==> src/rtl/shs_pkg.sv <==
// ----------------------------------------------------------------------------
// SHA-256 stream hasher package
// Beat types, round constants and initial hash values.
// ----------------------------------------------------------------------------
package shs_pkg;

    typedef struct packed {
        logic       cmd;
        logic [7:0] data_byte;
    } shs_in_t;

    typedef struct packed {
        logic [31:0] digest_word;
        logic [2:0]  word_index;
        logic        last_word;
    } shs_out_t;

    localparam logic SHS_CMD_ABSORB = 1'b0;
    localparam logic SHS_CMD_FINISH = 1'b1;

    localparam logic [2:0] SHS_LAST_INDEX = 3'd7;

    localparam logic [31:0] SHS_H_INIT [0:7] = '{
        32'h6a09e667, 32'hbb67ae85, 32'h3c6ef372, 32'ha54ff53a,
        32'h510e527f, 32'h9b05688c, 32'h1f83d9ab, 32'h5be0cd19
    };

    localparam logic [31:0] SHS_ROUND_K [0:63] = '{
        32'h428a2f98, 32'h71374491, 32'hb5c0fbcf, 32'he9b5dba5,
        32'h3956c25b, 32'h59f111f1, 32'h923f82a4, 32'hab1c5ed5,
        32'hd807aa98, 32'h12835b01, 32'h243185be, 32'h550c7dc3,
        32'h72be5d74, 32'h80deb1fe, 32'h9bdc06a7, 32'hc19bf174,
        32'he49b69c1, 32'hefbe4786, 32'h0fc19dc6, 32'h240ca1cc,
        32'h2de92c6f, 32'h4a7484aa, 32'h5cb0a9dc, 32'h76f988da,
        32'h983e5152, 32'ha831c66d, 32'hb00327c8, 32'hbf597fc7,
        32'hc6e00bf3, 32'hd5a79147, 32'h06ca6351, 32'h14292967,
        32'h27b70a85, 32'h2e1b2138, 32'h4d2c6dfc, 32'h53380d13,
        32'h650a7354, 32'h766a0abb, 32'h81c2c92e, 32'h92722c85,
        32'ha2bfe8a1, 32'ha81a664b, 32'hc24b8b70, 32'hc76c51a3,
        32'hd192e819, 32'hd6990624, 32'hf40e3585, 32'h106aa070,
        32'h19a4c116, 32'h1e376c08, 32'h2748774c, 32'h34b0bcb5,
        32'h391c0cb3, 32'h4ed8aa4a, 32'h5b9cca4f, 32'h682e6ff3,
        32'h748f82ee, 32'h78a5636f, 32'h84c87814, 32'h8cc70208,
        32'h90befffa, 32'ha4506ceb, 32'hbef9a3f7, 32'hc67178f2
    };

    localparam logic [7:0] SHS_PAD_MARK   = 8'h80;
    localparam logic [7:0] SHS_PAD_ZERO   = 8'h00;
    localparam logic [5:0] SHS_LEN_OFFSET = 6'd56;
    localparam logic [5:0] SHS_BLOCK_LAST = 6'd63;

endpackage

==> src/rtl/sha256_stream_hasher.sv <==
// ----------------------------------------------------------------------------
// Streaming SHA-256 hasher
// Absorbs a message one byte per beat and returns the 256-bit digest as eight
// 32-bit word beats after a finish beat.
// ----------------------------------------------------------------------------
// The input channel carries one command per beat: an absorb beat appends a
// message byte, and a finish beat pads the message and starts the digest.
// The result channel returns eight beats per finish, word 0 first, with
// last_word set on the eighth.
// An absorb beat that completes a 64-byte block also starts the 64 rounds and
// the chaining update, during which s_ready is low; a single round unit
// performs one round per cycle.
// A finish beat writes the padding one byte per cycle, pausing while a full
// block is compressed (one or two compressions), then offers the digest words.
// s_ready is high only while the block is idle.
// While the receiver stalls, the current digest word is held unchanged.
// Synchronous reset returns the block to an empty message, idle and ready.
// ----------------------------------------------------------------------------
module sha256_stream_hasher
    import shs_pkg::*;
(
    input  logic     aclk,
    input  logic     aresetn,
    input  logic     s_valid,
    output logic     s_ready,
    input  shs_in_t  s_data,
    output logic     m_valid,
    input  logic     m_ready,
    output shs_out_t m_data
);

    localparam logic [2:0] ST_IDLE  = 3'd0;
    localparam logic [2:0] ST_ROUND = 3'd1;
    localparam logic [2:0] ST_FINAL = 3'd2;
    localparam logic [2:0] ST_PAD   = 3'd3;
    localparam logic [2:0] ST_OUT   = 3'd4;

    localparam logic [1:0] PH_MARK = 2'd0;
    localparam logic [1:0] PH_ZERO = 2'd1;
    localparam logic [1:0] PH_LEN  = 2'd2;
    localparam logic [1:0] PH_DONE = 2'd3;

    logic [2:0]  state_reg, state_next;
    logic [1:0]  phase_reg, phase_next;
    logic [5:0]  round_reg, round_next;
    logic [5:0]  fill_reg, fill_next;
    logic [2:0]  out_idx_reg, out_idx_next;
    logic        finishing_reg, finishing_next;
    logic [63:0] bit_count_reg, bit_count_next;
    logic [31:0] chain_reg [0:7];
    logic [31:0] chain_next [0:7];
    logic [31:0] v_reg [0:7];
    logic [31:0] v_next [0:7];
    logic [31:0] w_reg [0:15];
    logic [31:0] w_next [0:15];

    logic        push_en;
    logic [7:0]  push_data;
    logic [5:0]  fill_inc;
    logic [31:0] sum1, sum0, choose, major, t1, t2;
    logic [31:0] sig0, sig1, w_new;

    function automatic logic [31:0] rotr(input logic [31:0] x, input int unsigned n);
        return (x >> n) | (x << (32 - n));
    endfunction

    assign fill_inc = fill_reg + 6'd1;

    always_comb begin
        sum1   = rotr(v_reg[4], 6) ^ rotr(v_reg[4], 11) ^ rotr(v_reg[4], 25);
        choose = (v_reg[4] & v_reg[5]) ^ (~v_reg[4] & v_reg[6]);
        t1     = v_reg[7] + sum1 + choose + SHS_ROUND_K[round_reg] + w_reg[0];
        sum0   = rotr(v_reg[0], 2) ^ rotr(v_reg[0], 13) ^ rotr(v_reg[0], 22);
        major  = (v_reg[0] & v_reg[1]) ^ (v_reg[0] & v_reg[2]) ^ (v_reg[1] & v_reg[2]);
        t2     = sum0 + major;
        sig0   = rotr(w_reg[1], 7) ^ rotr(w_reg[1], 18) ^ (w_reg[1] >> 3);
        sig1   = rotr(w_reg[14], 17) ^ rotr(w_reg[14], 19) ^ (w_reg[14] >> 10);
        w_new  = w_reg[0] + sig0 + w_reg[9] + sig1;
    end

    always_comb begin
        state_next     = state_reg;
        phase_next     = phase_reg;
        round_next     = round_reg;
        fill_next      = fill_reg;
        out_idx_next   = out_idx_reg;
        finishing_next = finishing_reg;
        bit_count_next = bit_count_reg;
        chain_next     = chain_reg;
        v_next         = v_reg;
        w_next         = w_reg;
        push_en        = 1'b0;
        push_data      = SHS_PAD_ZERO;

        case (state_reg)
            ST_IDLE: begin
                if (s_valid) begin
                    if (s_data.cmd == SHS_CMD_FINISH) begin
                        finishing_next = 1'b1;
                        phase_next     = PH_MARK;
                        state_next     = ST_PAD;
                    end else begin
                        bit_count_next = bit_count_reg + 64'd8;
                        push_en        = 1'b1;
                        push_data      = s_data.data_byte;
                    end
                end
            end
            ST_ROUND: begin
                for (int i = 7; i > 0; i--) begin
                    v_next[i] = v_reg[i-1];
                end
                v_next[4] = v_reg[3] + t1;
                v_next[0] = t1 + t2;
                for (int i = 0; i < 15; i++) begin
                    w_next[i] = w_reg[i+1];
                end
                w_next[15] = w_new;
                round_next = round_reg + 6'd1;
                if (round_reg == SHS_BLOCK_LAST) begin
                    state_next = ST_FINAL;
                end
            end
            ST_FINAL: begin
                for (int i = 0; i < 8; i++) begin
                    chain_next[i] = chain_reg[i] + v_reg[i];
                end
                if (!finishing_reg) begin
                    state_next = ST_IDLE;
                end else if (phase_reg == PH_DONE) begin
                    out_idx_next = 3'd0;
                    state_next   = ST_OUT;
                end else begin
                    state_next = ST_PAD;
                end
            end
            ST_PAD: begin
                push_en = 1'b1;
                case (phase_reg)
                    PH_MARK: begin
                        push_data  = SHS_PAD_MARK;
                        phase_next = (fill_inc == SHS_LEN_OFFSET) ? PH_LEN : PH_ZERO;
                    end
                    PH_ZERO: begin
                        push_data  = SHS_PAD_ZERO;
                        phase_next = (fill_inc == SHS_LEN_OFFSET) ? PH_LEN : PH_ZERO;
                    end
                    PH_LEN: begin
                        push_data      = bit_count_reg[63:56];
                        bit_count_next = {bit_count_reg[55:0], 8'h00};
                        phase_next     = (fill_reg == SHS_BLOCK_LAST) ? PH_DONE : PH_LEN;
                    end
                    default: begin
                        push_en = 1'b0;
                    end
                endcase
            end
            ST_OUT: begin
                if (m_ready) begin
                    for (int i = 0; i < 7; i++) begin
                        chain_next[i] = chain_reg[i+1];
                    end
                    chain_next[7] = SHS_H_INIT[out_idx_reg];
                    out_idx_next  = out_idx_reg + 3'd1;
                    if (out_idx_reg == SHS_LAST_INDEX) begin
                        bit_count_next = 64'd0;
                        fill_next      = 6'd0;
                        finishing_next = 1'b0;
                        state_next     = ST_IDLE;
                    end
                end
            end
            default: begin
                state_next = ST_IDLE;
            end
        endcase

        if (push_en) begin
            for (int i = 0; i < 15; i++) begin
                w_next[i] = {w_reg[i][23:0], w_reg[i+1][31:24]};
            end
            w_next[15] = {w_reg[15][23:0], push_data};
            fill_next  = fill_inc;
            if (fill_reg == SHS_BLOCK_LAST) begin
                v_next     = chain_reg;
                round_next = 6'd0;
                state_next = ST_ROUND;
            end
        end
    end

    always_ff @(posedge aclk) begin
        if (!aresetn) begin
            state_reg     <= ST_IDLE;
            phase_reg     <= PH_MARK;
            round_reg     <= 6'd0;
            fill_reg      <= 6'd0;
            out_idx_reg   <= 3'd0;
            finishing_reg <= 1'b0;
            bit_count_reg <= 64'd0;
            chain_reg     <= SHS_H_INIT;
        end else begin
            state_reg     <= state_next;
            phase_reg     <= phase_next;
            round_reg     <= round_next;
            fill_reg      <= fill_next;
            out_idx_reg   <= out_idx_next;
            finishing_reg <= finishing_next;
            bit_count_reg <= bit_count_next;
            chain_reg     <= chain_next;
        end
    end

    always_ff @(posedge aclk) begin
        v_reg <= v_next;
        w_reg <= w_next;
    end

    assign s_ready = (state_reg == ST_IDLE);
    assign m_valid = (state_reg == ST_OUT);

    always_comb begin
        m_data.digest_word = chain_reg[0];
        m_data.word_index  = out_idx_reg;
        m_data.last_word   = (out_idx_reg == SHS_LAST_INDEX);
    end

endmodule

==> config.mk <==
export PLATFORM = sky130hd
export DESIGN_NAME = sha256_stream_hasher
export DESIGN_NICKNAME = d
export VERILOG_FILES = /design/src/rtl/shs_pkg.sv /design/src/rtl/sha256_stream_hasher.sv
export SDC_FILE = /design/constraint.sdc
export NUM_CORES = 2
export LEC_CHECK = 0
export ABC_AREA = 0
export BUFFER_PORTS_ARGS = -buffer_cell sky130_fd_sc_hd__buf_2
export CAP_MARGIN = 20
export CORE_ASPECT_RATIO = 1.4
export CORE_MARGIN = 5
export CORE_UTILIZATION = 64
export DETAILED_ROUTE_END_ITERATION = 7
export GPL_ROUTABILITY_DRIVEN = 0
export PLACE_DENSITY_LB_ADDON = 0.05
export SYNTH_ARGS = -nofsm -noshare
export SYNTH_HDL_FRONTEND = slang
export SYNTH_SLANG_ARGS = --single-unit
==> constraint.sdc <==
create_clock -name aclk -period 41.2 [get_ports aclk]
set_input_delay 4.12 -clock aclk [delete_from_list [all_inputs] [get_ports aclk]]
set_output_delay 4.12 -clock aclk [all_outputs]
set_load 0.05 [all_outputs]
==> results by stage <==
Outcome:
- The flow ran to the end, but the final reports show violations.
- The final reports fail on DRC.

Global routing:
- The wire length of the first global-routing pass is 359000 µm.
- The residual overflow from global routing is 0.
- The via count of the first global-routing pass is 64100.
- The initial antenna violation count was 6.
- The largest net degree at the start of global routing is 253.
- Global routing used 36.0% of the available tracks across all layers.

Detailed routing:
- Summed over all layers, the routed wires come to 234000 µm.
- Detailed routing inserted a total of 67100 vias.
- Dividing the detail-routed wire length by the instance count gives 21.9 µm.
- The antenna violation net count after detailed routing is 0.
- The number of detailed-route iterations in the first pass is 8.
- The number of DRC violations after detailed routing is 1.
- The number of vias per cell is 6.30.
- After the first detailed-routing iteration, the DRC count stood at 6440.

Clocking:
- After clock tree synthesis, the clock-pin slew on the worst setup and hold paths is 0.06 ns.
- In this run the deepest clock path goes through 3 buffers.
- The number of clock buffers added by TritonCTS is 110.
- The number of sinks handled by clock tree synthesis is 1106.
- The clock tree from TritonCTS is built.
- Buffers added to address setup during post-CTS repair amount to 0.
- The number of buffers inserted for hold repair after clock tree synthesis is 0.
- In this run, post-CTS repair resized a total of 0 instances.
- The H-tree was split into 3 levels.
- The clock reaches the later pin of the worst-skew pair after 0.76 ns.
- The cell sitting at the root of the clock tree is a clkbuf_16.

Die:
- Pin placement for this block handled 51 I/O pins.
- The region available for standard cell placement spans 0.118 mm².
- From left edge to right edge, the die measures 301 µm.
- The die outline area is 0.125 mm².
- The die span in y is 417 µm.
- The effective utilization at floorplan is 64.3%.
- The count of standard-cell rows is 149.

Synth:
- The number of distinct standard cells referenced by the synthesized netlist is 90.
- The most common cell in the synthesized netlist is nand2_1.
- In the synthesized netlist the dominant register cell turns out to be dfxtp_1.
- In this run, synthesis produced a sequential element count of 1106.
- The post-synthesis instance area is 0.0756 mm².
- By count the netlist is led by nand2_1 (2286), nor2_1 (751), o21ai_0 (619).
- The cell type with the largest total area after synthesis is edfxtp_1.
- The count of mapped cells out of synthesis is 9387.
- For this run, the number of Yosys warnings is 0.
- The count of flip-flops with a built-in enable after synthesis is 512.
- The mean instance size in the synthesized netlist is 8.06 µm².
- The part of the Yosys area used for sequential elements is 36.1%.
- The number of nets in the synthesized netlist is 10000.
- The area fraction of the dominant cell type after synthesis is 20.3%.
- The fraction of synthesis flops using an asynchronous set or reset pin is 0%.
- Yosys attributes the largest share of cell area to edfxtp_1 (20%), dfxtp_1 (16%), nand2_1 (11%).

Timing:
- The fmax is 109 MHz.
- Setup repair after global routing left no endpoint under its margin.
- The number of failing setup endpoints in the final timing report is 0.
- The worst clock skew is 0.0370 ns.
- In the final timing run, aggregate negative setup slack is 0 ns.
- The transition time at the pin with the least slew margin is 1.20 ns.
- The post-route minimum period is 9.21 ns.
- The count of final max-slew check failures is 0.
- Headroom to the max-slew limit came out at 19.8%.
- The total count of hold-check failures in the final report came to 0.
- The final worst-path cycle share is 22.4%.

Job:
- The tool flagged a number of max-cap violations equal to 0.

Place:
- The count of buffers added on input and output ports is 50.
- The placed instance count is 10500.
- The post-DP HPWL is 165000 µm.

Worst setup path:
- Along the worst path, the maximum fanout reaches 94.
- The data required time at the worst endpoint is 41.87 ns.
- The startpoint kind of the worst setup timing path is a flip-flop.
- The slowest stage of the critical path is the buf_4 cell.
- The endpoint class of the critical path is a flip-flop.
- The worst setup path category is flip-flop to flip-flop.
- On the worst path, the slowest cell contributes a delay of 0.70 ns.
- STA puts the critical path data arrival time at 9.88 ns.

Final layout:
- The total of fill cells in the finished design is 9862.
- Relative to the synthesized area, the layout overhead comes to 5.39%.
- The net count of the finished layout is 9601.
- The share of layout cells above drive strength 1 is 4.19%.
- The flip-flop count of the largest register after layout is 512.
- The number of standard cells in the final layout excluding fillers is 10700.

Worst hold path:
- The min-delay analysis places its worst path in the category flip-flop to flip-flop.
-- final cells by class --
| class | instances | area, µm² | share of cell area, % |
|---|---|---|---|
| diodes | 7 | 17.5 | 0.0220 |
| inverters | 438 | 1650 | 2.08 |
| clock inverters | 53 | 523 | 0.656 |
| multi-input cells | 7208 | 44300 | 55.6 |
| clock buffers | 150 | 3070 | 3.86 |
| well taps | 1585 | 1980 | 2.49 |
| repair buffers | 120 | 882 | 1.11 |
| flip-flops and latches | 1106 | 27300 | 34.2 |
-- layer usage --
metal	part of all wire (%)	vias up	GRT usage (%)
li1	-	31400	-
met1	37	31800	41.4
met2	47	2919	59.2
met3	7.8	1012	7.52
met4	9.1	2	26.5
met5	0.0073	-	0
-- worst paths after layout --
path                                   startpoint                end  slack (ns)  cells past startpoint
worst max-delay path                 round_reg[2]         v_reg[254]       31.99                     34
worst min-delay path            bit_count_reg[63]  bit_count_reg[63]        0.48                      2
worst max register to register       round_reg[2]         v_reg[254]       31.99                     34
worst min register to register  bit_count_reg[63]  bit_count_reg[63]        0.48                      2
-- cells in the final DEF, fill, tap and decap left out, drive strengths merged, types with 16 or more instances in the layout --
master and n:
a211oi 75, a21o 191, a21oi 595, a221oi 31, a22oi 21, a311oi 33
a31oi 251, and2 16, and3 50, buf 118, clkbuf 152, clkinv 41
dfxtp 594, edfxtp 512, fa 197, ha 407, inv 439, maj3 22
mux2 35, mux2i 23, nand2 2286, nand2b 63, nand3 143, nand4 38
nor2 751, nor2b 55, nor3 153, nor4 25, o2111ai 18, o211ai 89
o21a 63, o21ai 621, o21bai 42, o311ai 44, o31ai 21, or3 33
xnor2 375, xor2 211
-- metrics by stage --
step / area [µm²] / setup WS, ns / utilization (%) / hold WS, ns
2_1_floorplan: 75600 / 23.95 / - / 0.450
3_3_place_gp: 76100 / 31.83 / 64.7 / 0.466
3_5_place_dp: 76100 / 31.71 / 64.7 / 0.469
4_1_cts: 79700 / 32.25 / 67.7 / 0.477
5_1_grt: 79700 / 31.42 / 67.7 / 0.498
6_report: 79700 / 31.99 / 67.8 / 0.476
-- critical path, delay by kind of cell (launching register included) --
kind            cells  cell delay, ns
mux                 1            0.33
compound gates     11            2.53
flops               1            0.31
buf+inv             4            1.16
xor+xnor            1            0.34
fa+ha+maj           5            2.09
simple gates       12            2.36
-- cell families after synthesis --
logic type / Yosys count / synth area share, %
adders and majority gates: 626 / 12.2
AOI/OAI and AO/OA: 2261 / 18.6
buffers and inverters: 1073 / 5.49
and+or+nand+nor: 3675 / 20.0
xor gates and xnor gates: 587 / 6.82
DFF: 1106 / 36.1
muxes: 59 / 0.855
Power is not shown: default switching activity piles up to over one toggle a cycle in this logic, so the estimate is an artifact.
